$ cat config.mk
export PLATFORM = sky130hd
export DESIGN_NAME = dhm_ctrl
export DESIGN_NICKNAME = d
export VERILOG_FILES = /design/src/dhm_pkg.sv /design/src/dhm_ctrl.sv
export SDC_FILE = /design/constraint.sdc
export NUM_CORES = 1
export LEC_CHECK = 0
export ABC_AREA = 1
export ABC_CLOCK_PERIOD_IN_PS = 1800
export BUFFER_PORTS_ARGS = -buffer_cell sky130_fd_sc_hd__buf_2
export CAP_MARGIN = 40
export CELL_PAD_IN_SITES_DETAIL_PLACEMENT = 1
export CELL_PAD_IN_SITES_GLOBAL_PLACEMENT = 1
export CORE_UTILIZATION = 30
export CTS_CLUSTER_SIZE = 24
export DETAILED_ROUTE_END_ITERATION = 12
export PLACE_DENSITY = 0.8
export SYNTH_ARGS = -nofsm -noshare
export SYNTH_HDL_FRONTEND = slang
export SYNTH_SLANG_ARGS = --single-unit
$ cat constraint.sdc
create_clock -name clk -period 1.8 [get_ports clk]
set_clock_uncertainty 0.1 [all_clocks]
set_input_delay 0.36 -clock clk [delete_from_list [all_inputs] [get_ports clk]]
set_output_delay 0.36 -clock clk [all_outputs]
set_load 0.02 [all_outputs]
$ cat src/dhm_pkg.sv
// shared constants, types and codes of the double hash map
`timescale 1ns / 1ps
package dhm_pkg;

	localparam int TABLE_SIZE = 1024;
	localparam int IDX_BITS   = $clog2(TABLE_SIZE);
	localparam int MARK_BITS  = 16;
	localparam int KEY_BITS   = 31;
	localparam int VAL_BITS   = 31;
	localparam int COUNT_BITS = 11;
	localparam int STEP_MOD   = TABLE_SIZE - 13;
	// 2^IDX_BITS mod STEP_MOD, the weight of the high part in one fold
	localparam int FOLD_MUL   = TABLE_SIZE % STEP_MOD;
	// folds that bring a 31-bit key below twice STEP_MOD
	localparam int FOLDS      = 4;
	localparam int FOLD_CNT_BITS = $clog2(FOLDS);

	localparam int PADDR_BITS = 3;
	localparam int PDATA_BITS = 32;
	localparam logic [PADDR_BITS-3:0] REG_LOAD_LIMIT = '0;
	localparam logic [COUNT_BITS-1:0] LOAD_LIMIT_RESET = COUNT_BITS'(921);

	typedef enum logic [1:0] {
		ACT_LOOKUP = 2'd0,
		ACT_INSERT = 2'd1,
		ACT_RESET  = 2'd2
	} action_t;

	typedef enum logic [1:0] {
		ST_OK   = 2'd0,
		ST_MISS = 2'd1,
		ST_DUP  = 2'd2,
		ST_FULL = 2'd3
	} status_t;

	typedef enum logic [2:0] {
		S_CLR_INIT,
		S_IDLE,
		S_FOLD,
		S_STEP,
		S_READ,
		S_CHECK,
		S_CLR_WRAP,
		S_RESP
	} state_t;

	typedef struct packed {
		logic [1:0]          action;
		logic [KEY_BITS-1:0] key;
		logic [VAL_BITS-1:0] value;
	} req_t;

	typedef struct packed {
		status_t             status;
		logic [VAL_BITS-1:0] found_value;
	} rsp_t;

	typedef struct packed {
		logic [KEY_BITS-1:0]  key;
		logic [VAL_BITS-1:0]  value;
		logic [MARK_BITS-1:0] mark;
	} slot_t;

	typedef struct packed {
		logic    load_req;
		logic    fold;
		logic    init_probe;
		logic    rd_en;
		logic    advance;
		logic    write_slot;
		logic    clear_wr;
		logic    gen_adv;
		logic    count_clr;
		logic    count_inc;
		logic    load_rsp;
		status_t rsp_status;
		logic    rsp_take_data;
	} dhm_cmd_t;

	typedef struct packed {
		logic count_full;
		logic gen_wrap;
		logic live;
		logic key_eq;
		logic probe_last;
		logic clear_last;
	} dhm_sts_t;

endpackage

$ cat src/dhm_ctrl.sv
// controller: sequences hashing, probing, clearing and the result transaction
`timescale 1ns / 1ps
module dhm_ctrl
	import dhm_pkg::*;
(
	input  logic       clk,
	input  logic       arst_n,
	input  logic       req_valid,
	output logic       req_stall,
	input  logic [1:0] req_action,
	output logic       rsp_valid,
	input  logic       rsp_stall,
	input  dhm_sts_t   sts,
	output dhm_cmd_t   cmd
);

	state_t                   state_q, state_d;
	logic [FOLD_CNT_BITS-1:0] fold_cnt_q, fold_cnt_d;
	logic [1:0]               act_q, act_d;
	status_t                  res_status_q, res_status_d;
	logic                     res_data_q, res_data_d;
	logic                     rsp_valid_q, rsp_valid_d;

	always_ff @(posedge clk or negedge arst_n) begin
		if (!arst_n) begin
			state_q      <= S_CLR_INIT;
			fold_cnt_q   <= '0;
			act_q        <= '0;
			res_status_q <= ST_OK;
			res_data_q   <= 1'b0;
			rsp_valid_q  <= 1'b0;
		end else begin
			state_q      <= state_d;
			fold_cnt_q   <= fold_cnt_d;
			act_q        <= act_d;
			res_status_q <= res_status_d;
			res_data_q   <= res_data_d;
			rsp_valid_q  <= rsp_valid_d;
		end
	end

	always_comb begin
		state_d      = state_q;
		fold_cnt_d   = fold_cnt_q;
		act_d        = act_q;
		res_status_d = res_status_q;
		res_data_d   = res_data_q;
		cmd          = '0;
		cmd.rsp_status    = res_status_q;
		cmd.rsp_take_data = res_data_q;
		req_stall    = 1'b1;

		unique case (state_q)
			S_CLR_INIT: begin
				cmd.clear_wr = 1'b1;
				if (sts.clear_last) begin
					state_d = S_IDLE;
				end
			end
			S_IDLE: begin
				req_stall = 1'b0;
				if (req_valid) begin
					cmd.load_req = 1'b1;
					act_d        = req_action;
					res_status_d = ST_OK;
					res_data_d   = 1'b0;
					fold_cnt_d   = '0;
					case (req_action)
						ACT_LOOKUP: begin
							state_d = S_FOLD;
						end
						ACT_INSERT: begin
							if (sts.count_full) begin
								res_status_d = ST_FULL;
								state_d      = S_RESP;
							end else begin
								state_d = S_FOLD;
							end
						end
						ACT_RESET: begin
							cmd.gen_adv   = 1'b1;
							cmd.count_clr = 1'b1;
							state_d = sts.gen_wrap ? S_CLR_WRAP : S_RESP;
						end
						default: begin
							state_d = S_RESP;
						end
					endcase
				end
			end
			S_FOLD: begin
				cmd.fold   = 1'b1;
				fold_cnt_d = fold_cnt_q + FOLD_CNT_BITS'(1);
				if (fold_cnt_q == FOLD_CNT_BITS'(FOLDS - 1)) begin
					state_d = S_STEP;
				end
			end
			S_STEP: begin
				cmd.init_probe = 1'b1;
				state_d        = S_READ;
			end
			S_READ: begin
				cmd.rd_en = 1'b1;
				state_d   = S_CHECK;
			end
			S_CHECK: begin
				if (act_q == ACT_INSERT) begin
					if (!sts.live) begin
						cmd.write_slot = 1'b1;
						cmd.count_inc  = 1'b1;
						res_status_d   = ST_OK;
						state_d        = S_RESP;
					end else if (sts.key_eq) begin
						res_status_d = ST_DUP;
						state_d      = S_RESP;
					end else if (sts.probe_last) begin
						res_status_d = ST_FULL;
						state_d      = S_RESP;
					end else begin
						cmd.advance = 1'b1;
						cmd.rd_en   = 1'b1;
					end
				end else begin
					if (sts.live && sts.key_eq) begin
						res_status_d = ST_OK;
						res_data_d   = 1'b1;
						state_d      = S_RESP;
					end else if (!sts.live || sts.probe_last) begin
						res_status_d = ST_MISS;
						state_d      = S_RESP;
					end else begin
						cmd.advance = 1'b1;
						cmd.rd_en   = 1'b1;
					end
				end
			end
			S_CLR_WRAP: begin
				cmd.clear_wr = 1'b1;
				if (sts.clear_last) begin
					state_d = S_RESP;
				end
			end
			S_RESP: begin
				if (!rsp_valid_q || !rsp_stall) begin
					cmd.load_rsp = 1'b1;
					state_d      = S_IDLE;
				end
			end
			default: begin
				state_d = S_IDLE;
			end
		endcase
	end

	always_comb begin
		rsp_valid_d = rsp_valid_q;
		if (cmd.load_rsp) begin
			rsp_valid_d = 1'b1;
		end else if (rsp_valid_q && !rsp_stall) begin
			rsp_valid_d = 1'b0;
		end
	end

	assign rsp_valid = rsp_valid_q;

endmodule

==> out/metrics.yaml <==
drive_gt1_frac: 0.4487
leakage_nw: 0.6891
vias: 869
power_density_nw_per_um2: 1814
syn-instance-count: 117
synth_area_leaders: "dfrtp_1 (34%), nand2_1 (14%), inv_1 (8.3%)"
drt_iter0_markers: 4
p_comb_frac: 0.692
synthToLayoutAreaGrowth_pct: 50.69
cts_buffers: 3
relSlewSlack: 0.8166
cts_sinks: 11
avgViaCountPerCell: 4.672
grt_use_total: 0.2049
pwr-share-seq: 0.223
grt_pass1_wl_um: 4091
dpl.hpwl_um: 1789
seq_area_frac_synth: 0.3390
power.internal_w: 0.001097
die_y_um: 54.03
peakVddDrop_mv: 0.8133
cp-start-kind: "flip-flop"
numPortBuffers: 27
switchingPower_w: 0.001123
grt_start_max_net_pins: 12
dp_cells: 171
coreArea_um2: 2522
start_util: 0.3219
switching_share: 0.5058
drc: 0
clkPwrFrac: 0.085
worstPathMaxFanout: 6
final_cells: 186
worst_pin_slew_ns: 0.2751
total_power_w: 0.002219
wl_met3_um: 71
insertion_delay_ns: 0.29
ys_warn_count: 0
wl_met1_um: 1076
multiInputGateArea_um2: 506.7
fp.dieArea_um2: 2919
worstSetupEndpointType: "primary output"
highest_layer: "met4"
setup_viol: 8
hold_class: "in -> reg"
wire_per_inst_um: 13.88
root_buffer: "clkbuf_4"
min_path_cells: 3
routed_wl_um: 2581
setup_slack_ns: -0.1249
rsz0062_at_grt: "true"
detail-route-antenna-nets: 0
cts_tree: "built"
syn-num-nets: 134
synth_top_area_frac: 0.3390
clock.fmax_mhz: 519.5
grt_overflow: 0
num_rows: 18
gp_congestion: 0.7809
syn-cell-area_um2: 812.0
critPathKind: "reg -> out"
layout.nets: 174
finalMaxSlewViolations: 0
io_pins: 28
grt_pass1_vias: 877
final.fill_count: 328
syn_area_per_cell_um2: 6.940
dr.pass1.iters: 2
utilization: 0.4851
period_needed_ns: 1.925
clockBufferDepth: 2
h-tree-depth: 1
hold_viol_final: 0
cap_viol_max_count: 0
die-width_um: 54.03
worstPathRequired_ns: 1.34
violations: "setup timing"
yosysTopAreaCell: "dfrtp_1"
status: "finished, violations left"
n_antenna_cell: 0
dr_wl_met2_um: 1390
path_clk_slew_ns: 0.08
period_share: 1.069
reg2reg_depth: 10
synth_cell_types: 21
grt_antenna_before_repair: 0
worstPathArrival_ns: 1.46
seq_area_um2: 277.8
ys_ff_latch: 11
-- what timing repair did --
| action | CTS | global route |
|---|---|---|
| pin swaps | 4 | 3 |
| hold endpoints to repair | 11 | 0 |
| setup endpoints to repair | 9 | 13 |
| hold buffers | 1 | 0 |
| setup buffers | 7 | 3 |
| gates resized for setup | 23 | 13 |
| cloned | 0 | 0 |
-- cells by family (layout without fill, tap and decap cells) --
logic type / count (synthesis) / count (layout) / synth area share
AOI/OAI and AO/OA: 14 / 14 / 0.1002
and+or+nand+nor: 60 / 60 / 0.3297
adders and majority gates: 5 / 5 / 0.07704
buffers and inverters: 27 / 66 / 0.1541
DFF: 11 / 11 / 0.3390
-- worst max-delay path: stages, from the launching register on --
cell	delay, ns
dfrtp_1	0.40
inv_2	0.08
ha_4	0.18
nand2_4	0.07
inv_4	0.06
nand2_4	0.05
clkinv_4	0.06
nand2_4	0.05
nor2_4	0.10
buf_6	0.13
-- final cells by class --
class,count,share of cell area
clock buffer,4,0.02147
inverter,22,0.07771
multi-input combinational,79,0.4141
sequential,11,0.2270
tap,30,0.03067
timing repair buffer,40,0.2290
-- power by group through the flow --
stage,logic [W],registers [W],clock network [W]
CTS,0.00139,0.000487,0.000181
global placement,0.00114,0.000479,0
floorplan,0.000873,0.000494,0
detailed placement,0.00118,0.000491,0
finish,0.00154,0.000495,0.000189
global route,0.00169,0.000517,0.000198
-- final timing paths --
kind | from | to | slack (ns)
min in group asynchronous | arst_n | res_status_q[1]$_DFFE_PN0P_ | 0.38
min reg2reg | rsp_valid$_DFFE_PN0P_ | rsp_valid$_DFFE_PN0P_ | 0.40
max in group asynchronous | arst_n | state_q[0]$_DFFE_PN0P_ | 0.98
min | rsp_stall | rsp_valid$_DFFE_PN0P_ | 0.19
max | state_q[1]$_DFFE_PN0P_ | cmd[6] | -0.12
max reg2reg | state_q[1]$_DFFE_PN0P_ | state_q[0]$_DFFE_PN0P_ | 0.09
-- state kept, by name, summed over array words and instances, names as in the netlist --
name / cells
state_q: 3
fold_cnt_q: 2
res_data_q: 1
rsp_valid: 1
act_q: 2
res_status_q: 2
-- cells in the final DEF, fill, tap and decap left out, types with 2 or more instances in the layout --
| master | count |
|---|---|
| nor2_2 | 3 |
| ha_4 | 3 |
| nand2_1 | 28 |
| nor2_1 | 5 |
| dfrtp_1 | 9 |
| dfrtp_2 | 2 |
| a21oi_1 | 4 |
| buf_2 | 18 |
| o21ai_1 | 2 |
| buf_4 | 15 |
| nand3_1 | 13 |
| inv_4 | 3 |
| inv_1 | 14 |
| nand2_4 | 4 |
| o21a_1 | 3 |
| o21ai_0 | 3 |
| buf_6 | 6 |
| inv_2 | 4 |
| clkbuf_4 | 3 |
| o21ai_2 | 2 |
| nor2_4 | 2 |
-- cells in the mapped netlist (all sizes together) --
cell type and number:
inv 21, nand3 14, nor2 10, buf 5, nand2 33, clkinv 1, nand4 1, o21a 3
dfrtp 11, o21ai 7, a21oi 4, ha 5, nor3 2
-- layer usage --
layer / vias up / track usage
li1: 438 / -
met4: 0 / 0.08974
met2: 16 / 0.3642
met1: 410 / 0.2433
met3: 5 / 0.02542
met5: - / 0
-- through the flow --
stage / worst slack (ns) / setup TNS (ns) / hold slack (ns) / area (um2)
6_report: -0.1249 / -0.5829 / 0.1920 / 1224
5_1_grt: -0.1874 / -1.114 / 0.2241 / 1224
4_1_cts: -0.1129 / -0.4323 / 0.2143 / 1167
3_5_place_dp: 0.04159 / 0 / 0.1520 / 1006
3_3_place_gp: 0.1107 / 0 / 0.1485 / 1006
2_1_floorplan: -0.009405 / -0.009405 / -0.03559 / 863.3
Power figures use the tool's default switching activity.
