[config.mk]
export PLATFORM = sky130hd
export DESIGN_NAME = dhm_regs
export DESIGN_NICKNAME = d
export VERILOG_FILES = /design/src/dhm_pkg.sv /design/src/dhm_regs.sv
export SDC_FILE = /design/constraint.sdc
export NUM_CORES = 1
export LEC_CHECK = 0
export ABC_AREA = 1
export BUFFER_PORTS_ARGS = -buffer_cell sky130_fd_sc_hd__buf_2
export CORE_MARGIN = 8
export CORE_UTILIZATION = 30
export DETAILED_ROUTE_END_ITERATION = 8
export GPL_TIMING_DRIVEN = 0
export PLACE_DENSITY_LB_ADDON = 0.1
export SYNTH_ARGS = -nofsm -noshare
export SYNTH_HDL_FRONTEND = slang
export SYNTH_SLANG_ARGS = --single-unit
[constraint.sdc]
create_clock -name clk -period 0.8 [get_ports clk]
set_input_delay 0.08 -clock clk [delete_from_list [all_inputs] [get_ports clk]]
set_output_delay 0.08 -clock clk [all_outputs]
set_load 0.02 [all_outputs]
[src/dhm_pkg.sv]
// shared constants, types and codes of the double hash map
`timescale 1ns / 1ps
package dhm_pkg;

	localparam int TABLE_SIZE = 1024;
	localparam int IDX_BITS   = $clog2(TABLE_SIZE);
	localparam int MARK_BITS  = 16;
	localparam int KEY_BITS   = 31;
	localparam int VAL_BITS   = 31;
	localparam int COUNT_BITS = 11;
	localparam int STEP_MOD   = TABLE_SIZE - 13;
	// 2^IDX_BITS mod STEP_MOD, the weight of the high part in one fold
	localparam int FOLD_MUL   = TABLE_SIZE % STEP_MOD;
	// folds that bring a 31-bit key below twice STEP_MOD
	localparam int FOLDS      = 4;
	localparam int FOLD_CNT_BITS = $clog2(FOLDS);

	localparam int PADDR_BITS = 3;
	localparam int PDATA_BITS = 32;
	localparam logic [PADDR_BITS-3:0] REG_LOAD_LIMIT = '0;
	localparam logic [COUNT_BITS-1:0] LOAD_LIMIT_RESET = COUNT_BITS'(921);

	typedef enum logic [1:0] {
		ACT_LOOKUP = 2'd0,
		ACT_INSERT = 2'd1,
		ACT_RESET  = 2'd2
	} action_t;

	typedef enum logic [1:0] {
		ST_OK   = 2'd0,
		ST_MISS = 2'd1,
		ST_DUP  = 2'd2,
		ST_FULL = 2'd3
	} status_t;

	typedef enum logic [2:0] {
		S_CLR_INIT,
		S_IDLE,
		S_FOLD,
		S_STEP,
		S_READ,
		S_CHECK,
		S_CLR_WRAP,
		S_RESP
	} state_t;

	typedef struct packed {
		logic [1:0]          action;
		logic [KEY_BITS-1:0] key;
		logic [VAL_BITS-1:0] value;
	} req_t;

	typedef struct packed {
		status_t             status;
		logic [VAL_BITS-1:0] found_value;
	} rsp_t;

	typedef struct packed {
		logic [KEY_BITS-1:0]  key;
		logic [VAL_BITS-1:0]  value;
		logic [MARK_BITS-1:0] mark;
	} slot_t;

	typedef struct packed {
		logic    load_req;
		logic    fold;
		logic    init_probe;
		logic    rd_en;
		logic    advance;
		logic    write_slot;
		logic    clear_wr;
		logic    gen_adv;
		logic    count_clr;
		logic    count_inc;
		logic    load_rsp;
		status_t rsp_status;
		logic    rsp_take_data;
	} dhm_cmd_t;

	typedef struct packed {
		logic count_full;
		logic gen_wrap;
		logic live;
		logic key_eq;
		logic probe_last;
		logic clear_last;
	} dhm_sts_t;

endpackage

[src/dhm_regs.sv]
// configuration register file behind the apb port
`timescale 1ns / 1ps
module dhm_regs
	import dhm_pkg::*;
(
	input  logic                  clk,
	input  logic                  arst_n,
	input  logic                  psel,
	input  logic                  penable,
	input  logic                  pwrite,
	input  logic [PADDR_BITS-1:0] paddr,
	input  logic [PDATA_BITS-1:0] pwdata,
	output logic [PDATA_BITS-1:0] prdata,
	output logic                  pready,
	output logic [COUNT_BITS-1:0] load_limit
);

	logic [COUNT_BITS-1:0] load_limit_q;
	logic [PADDR_BITS-3:0] reg_idx;

	// byte offset bits do not select a register
	assign reg_idx = paddr[PADDR_BITS-1:2];
	assign pready  = 1'b1;

	always_ff @(posedge clk or negedge arst_n) begin
		if (!arst_n) begin
			load_limit_q <= LOAD_LIMIT_RESET;
		end else if (psel && penable && pwrite && pready && reg_idx == REG_LOAD_LIMIT) begin
			load_limit_q <= pwdata[COUNT_BITS-1:0];
		end
	end

	always_comb begin
		prdata = '0;
		if (reg_idx == REG_LOAD_LIMIT) begin
			prdata = PDATA_BITS'(load_limit_q);
		end
	end

	assign load_limit = load_limit_q;

endmodule

==> summary.md, run 1 <==
| Metric | Value |
|---|---|
| Synth-to-layout area growth | 80.5% |
| Iteration-0 DRC Markers | 18 |
| First-pass GRT wire length | 3.21 mm |
| Hold Path Cell Cnt | 3 |
| Mean post-synth cell area | 7.33 sq um |
| Initial core utilization | 30.4% |
| Failing checks | setup timing |
| DR vias/cell | 3.71 |
| Core box area | 2390 sq um |
| Layout Cells excl Fill | 198 |
| Post-synth top area cell | buf_4 |
| Synth warn | 0 |
| Port Buffer Count | 38 |
| Data required time of the critical path | 0.72 ns |
| Synth area leaders | buf_4, dfstp_2, dfrtp_1 |
| RSZ-0062 raised after global routing | yes |
| Filler instances | 244 |
| Initial antenna violation count | 0 |
| ANT nets after route | 0 |
| Design Power | 2.39 mW |
| H-tree levels | 1 |
| Vias | 735 |
| Row cnt | 18 |
| Placed insts | 187 |
| Max Freq | 875 MHz |
| Hold Vio Cnt, Final | 0 |
| Synth Cell Area | 726 sq um |
| Fin crit share | 143% |
| Pin count of the biggest net entering global routing | 12 |
| Final Skew | 0 ns |
| Post-DP Area | 1090 sq um |
| Crit start category | register |
| Maximum vdd drop | 0.903 mV |
| Fin nets | 209 |
| CTS tree | yes |
| Crit end category | output pin |
| CTS Root Buffer Type | clkbuf_4 |
| GPL Wtd Cong | 0.638 |
| RR Endpoint | load_limit[6] |
| Die area | 4250 sq um |
| Clock Pin Slew Worst Setup and Hold Paths | 0.07 ns |
| Crit path DAT | 1.06 ns |
| Register area share after synthesis | 39.0% |
| Avg WL per Cell | 10.7 um |
| Crit-path max FO | 3 |
| Most common cell after layout, fill and taps aside | buf_4 |
| Post-detail-place hpwl | 1.64 mm |
| Io pins | 84 |
| GRT overflow | 0 |
| WS Path Type | register to output pin |
| # setup viols final | 22 |
| Final hold slack | 0.0224 ns |
| Most frequent cells in the layout | buf_4, nand2_1, buf_6 |
| Number of global-route vias before repair | 748 |
| Critical R2R Launch | load_limit[6] |
| Worst R2R Path Depth | 3 |
| Hold crit path type | input port to register |
| Flop and latch count out of synthesis | 11 |
| CTS Buf Count | 3 |
| Die Y-Extent | 65.2 um |
| Mapped Cells | 99 |
| Gr usage total | 9.53% |
| P_leak | 0.750 nW |
| Clock latency on the worst-skew pair | 0.26 ns |
| DRC viols | 0 |
| Library cells used by synthesis | 11 |
| Area share of the largest cell type after synthesis | 23.8% |
| Die width | 65.2 um |
| MaxCap Viol Count | 0 |
| Max reg flops | 11 |
| CTS max path bufs | 2 |
| Minimum clock period | 1.14 ns |
| Clk sinks | 11 |
| Worst Hold End | load_limit[8] |
| Slew Viols, Final | 0 |
| Diodes inserted | 0 |
| Pwr dens | 1820 nW/um^2 |
| Pre-antenna DRT Iters | 3 |
| Detailed Route WL | 2.12 mm |
| Post-Layout Inst Area | 1310 sq um |
| HP Start | pwdata[8] |
| Flop-to-flop setup slack | 0.05 ns |
| Final setup margin | -0.343 ns |
| Share of cells above drive strength 1 | 58.9% |
| Status | finished, violations left |
layer usage:
| metal | part of all wire (%) | up-vias | track usage, % |
|---|---|---|---|
| li1 | - | 387 | - |
| met1 | 34 | 317 | 8.56 |
| met4 | 1.6 | 0 | 6.54 |
| met3 | 9.3 | 2 | 3.06 |
| met5 | 0 | - | 0 |
| met2 | 55 | 29 | 17.7 |
logic make-up (layout without fill, tap and decap cells):
family | Yosys count | count (layout) | share of synthesized area [%]
and+or+nand+nor | 47 | 47 | 26.6
buffers and inverters | 39 | 88 | 33.4
DFF | 11 | 11 | 39.0
other | 2 | 22 | 1.03
report_power, final:
| group | internal, mW | total (mW) | switching [mW] |
|---|---|---|---|
| registers | 0.705 | 0.808 | 0.103 |
| logic | 0.580 | 1.20 | 0.625 |
| clock network | 0.193 | 0.373 | 0.180 |
through the flow:
stage                     worst slack, ns  util, %  setup TNS (ns)
after global routing               -0.380     54.9           -6.09
after global placement            -0.0930     45.5          -0.973
after floorplan                   -0.0752        -          -0.451
after CTS                          -0.351     51.9           -5.34
final                              -0.343     54.9           -5.24
after detailed placement           -0.113     45.5           -1.13
Yosys cell counts, drive strengths merged:
| cell | n |
|---|---|
| conb | 2 |
| buf | 26 |
| inv | 13 |
| dfstp | 6 |
| dfrtp | 5 |
| nor2 | 12 |
| nand3 | 11 |
| nand2 | 24 |
worst max-delay path by stage:
| stage | start | depth (start not counted) | endpoint |
|---|---|---|---|
| 6_report | load_limit[0] | 3 | prdata[0] |
| 5_1_grt | load_limit[0] | 3 | prdata[0] |
| 4_1_cts | load_limit[0] | 3 | prdata[0] |
| 3_5_place_dp | paddr[2] | 4 | prdata[6] |
| 3_3_place_gp | paddr[2] | 4 | prdata[10] |
| 2_1_floorplan | load_limit[0] | 2 | prdata[0] |
area by class of cell:
class | count | area (sq um) | area share, %
Buffer | 26 | 194 | 14.8
Sequential cell | 11 | 283 | 21.6
Multi-Input combinational cell | 69 | 338 | 25.8
Inverter | 13 | 48.8 | 3.72
Tap cell | 30 | 37.5 | 2.87
Timing Repair Buffer | 45 | 383 | 29.2
Clock buffer | 4 | 26.3 | 2.01
critical path, cell delays in order, from the launching register on:
cell and delay (ns):
dfstp_2 0.56, inv_2 0.05, nor2_4 0.07, buf_6 0.12
repair_timing:
| item | CTS | global route |
|---|---|---|
| resized for setup | 44 | 9 |
| pin swaps | 4 | 5 |
| endpoints found under the hold margin | 11 | 0 |
| setup endpoints to repair | 22 | 22 |
| hold buffers | 1 | 0 |
| setup buffers | 0 | 6 |
No activity file was read; power rests on OpenSTA's default activity.
==> run 2, diff against run 1 <==
--- a/config.mk
+++ b/config.mk
@@ -11,7 +11,10 @@
 export CORE_UTILIZATION = 30
 export DETAILED_ROUTE_END_ITERATION = 8
 export GPL_TIMING_DRIVEN = 0
+export HOLD_SLACK_MARGIN = 0.02
 export PLACE_DENSITY_LB_ADDON = 0.1
+export SETUP_SLACK_MARGIN = 0.5
+export SLEW_MARGIN = 20
 export SYNTH_ARGS = -nofsm -noshare
 export SYNTH_HDL_FRONTEND = slang
 export SYNTH_SLANG_ARGS = --single-unit
==> summary.md, run 2 (same netlist as run 1, synthesis figures left out) <==
| Metric | Value |
|---|---|
| Status | finished, violations left |
| Failing checks | hold timing, setup timing |
| # setup viols final | 22 |
| Port Buffer Count | 38 |
| Synth-to-layout area growth | 76.9% |
| WS Path Type | register to output pin |
| Die Y-Extent | 65.2 um |
| Slew Viols, Final | 0 |
| Die area | 4250 sq um |
| Initial antenna violation count | 0 |
| Iteration-0 DRC Markers | 17 |
| Final hold slack | -0.322 ns |
| Flop-to-flop setup slack | 0.01 ns |
| MaxCap Viol Count | 0 |
| CTS tree | yes |
| Most common cell after layout, fill and taps aside | buf_4 |
| Clk sinks | 11 |
| CTS max path bufs | 2 |
| Pre-antenna DRT Iters | 4 |
| Max reg flops | 11 |
| Row cnt | 18 |
| Number of global-route vias before repair | 742 |
| Core box area | 2390 sq um |
| Data required time of the critical path | 0.72 ns |
| CTS Buf Count | 3 |
| Design Power | 2.33 mW |
| Maximum vdd drop | 1.01 mV |
| DR vias/cell | 3.74 |
| Hold Vio Cnt, Final | 11 |
| Post-detail-place hpwl | 1.68 mm |
| Relative slew slack | 65.6% |
| ANT nets after route | 0 |
| Fin crit share | 142% |
| Gr usage total | 9.53% |
| GRT overflow | 0 |
| RSZ-0062 raised after global routing | yes |
| Vias | 721 |
| Crit start category | register |
| Pin count of the biggest net entering global routing | 12 |
| Diodes inserted | 0 |
| Share of cells above drive strength 1 | 63.8% |
| Crit end category | output pin |
| Crit path DAT | 1.05 ns |
| Clock latency on the worst-skew pair | 0.26 ns |
| Initial core utilization | 30.4% |
| Fin nets | 204 |
| Crit-path max FO | 2 |
| Worst R2R Path Depth | 3 |
| Pwr dens | 1820 nW/um^2 |
| Max Freq | 882 MHz |
| GPL Wtd Cong | 0.709 |
| RR Endpoint | load_limit[7] |
| Placement Setup Slack | -0.184 ns |
| Hold crit path type | input port to async pin |
| First-pass GRT wire length | 3.26 mm |
| DRC viols | 0 |
| Io pins | 84 |
| Critical R2R Launch | load_limit[7] |
| P_leak | 0.716 nW |
| H-tree levels | 1 |
| Die width | 65.2 um |
| CTS Root Buffer Type | clkbuf_4 |
| Clock Pin Slew Worst Setup and Hold Paths | 0.07 ns |
| Final Skew | 0 ns |
| Minimum clock period | 1.13 ns |
| Avg WL per Cell | 10.7 um |
| Actual slew at the worst max-slew pin | 0.516 ns |
| Detailed Route WL | 2.06 mm |
| Setup TNS | -5.09 ns |
| Most frequent cells in the layout | buf_4, nand2_1, conb_1 |
| Final setup margin | -0.334 ns |
## run 2: cell count changes in the layout (fill, tap and decap cells not counted)
cell and change:
nand2_2 +1, inv_1 -3, nor2_4 +4, dlygate4sd3_1 -1, nand2_1 -1, buf_6 -4
inv_2 +3, dfrtp_2 +5, nor2_2 -4, dfrtp_1 -5
## run 2: critical path: stages (launching register included)
cell and delay, ns:
dfstp_2 0.54, inv_2 0.04, nor2_4 0.09, buf_6 0.12
## run 2: worst max-delay path by stage
stage | from | endpoint | slack (ns) | cells past startpoint
after CTS | load_limit[8] | prdata[8] | -0.35 | 3
after floorplan | load_limit[0] | prdata[0] | -0.07 | 2
after global routing | load_limit[7] | prdata[7] | -0.38 | 3
final | load_limit[7] | prdata[7] | -0.33 | 3
after global placement | paddr[2] | prdata[3] | -0.17 | 4
after detailed placement | paddr[2] | prdata[1] | -0.18 | 4
## run 2: area by class of cell
type / instances / area, sq um
inverters: 13 / 48.8
well taps: 30 / 37.5
fillers: 242 / 1100
clock buffers: 4 / 26.3
flip-flops and latches: 11 / 289
repair buffers: 40 / 328
plain buffers: 26 / 194
multi-input cells: 69 / 360
## run 2: through the flow
stage | util, % | cells | instance area [sq um]
floorplan | - | 119 | 890
global placement | 46.8 | 187 | 1120
detailed placement | 46.8 | 187 | 1120
CTS | 52.6 | 191 | 1260
global route | 53.8 | 193 | 1280
finish | 53.8 | 193 | 1280
## run 2: what timing repair did
action                                 CTS  global route
resized for setup                       48             4
endpoints found under the hold margin   13            11
setup endpoints to repair               33            33
pin swaps                                0             2
buffers inserted                         0             2
## run 2: layer usage
layer	vias up	share of wire (%)	track usage, %	wire length [um]
li1	376	-	-	-
met1	315	38	8.45	773
met2	28	51	18.2	1050
met3	2	10	3.57	206
met4	0	1.4	4.90	29
met5	-	0	0	0
## run 2: where the power goes
| group | total [mW] | leakage [nW] | switching [mW] | internal, mW |
|---|---|---|---|---|
| clock | 0.370 | 0.0150 | 0.177 | 0.193 |
| combinational | 1.14 | 0.582 | 0.625 | 0.517 |
| sequential | 0.819 | 0.119 | 0.105 | 0.714 |
| total | 2.33 | 0.716 | 0.908 | 1.42 |
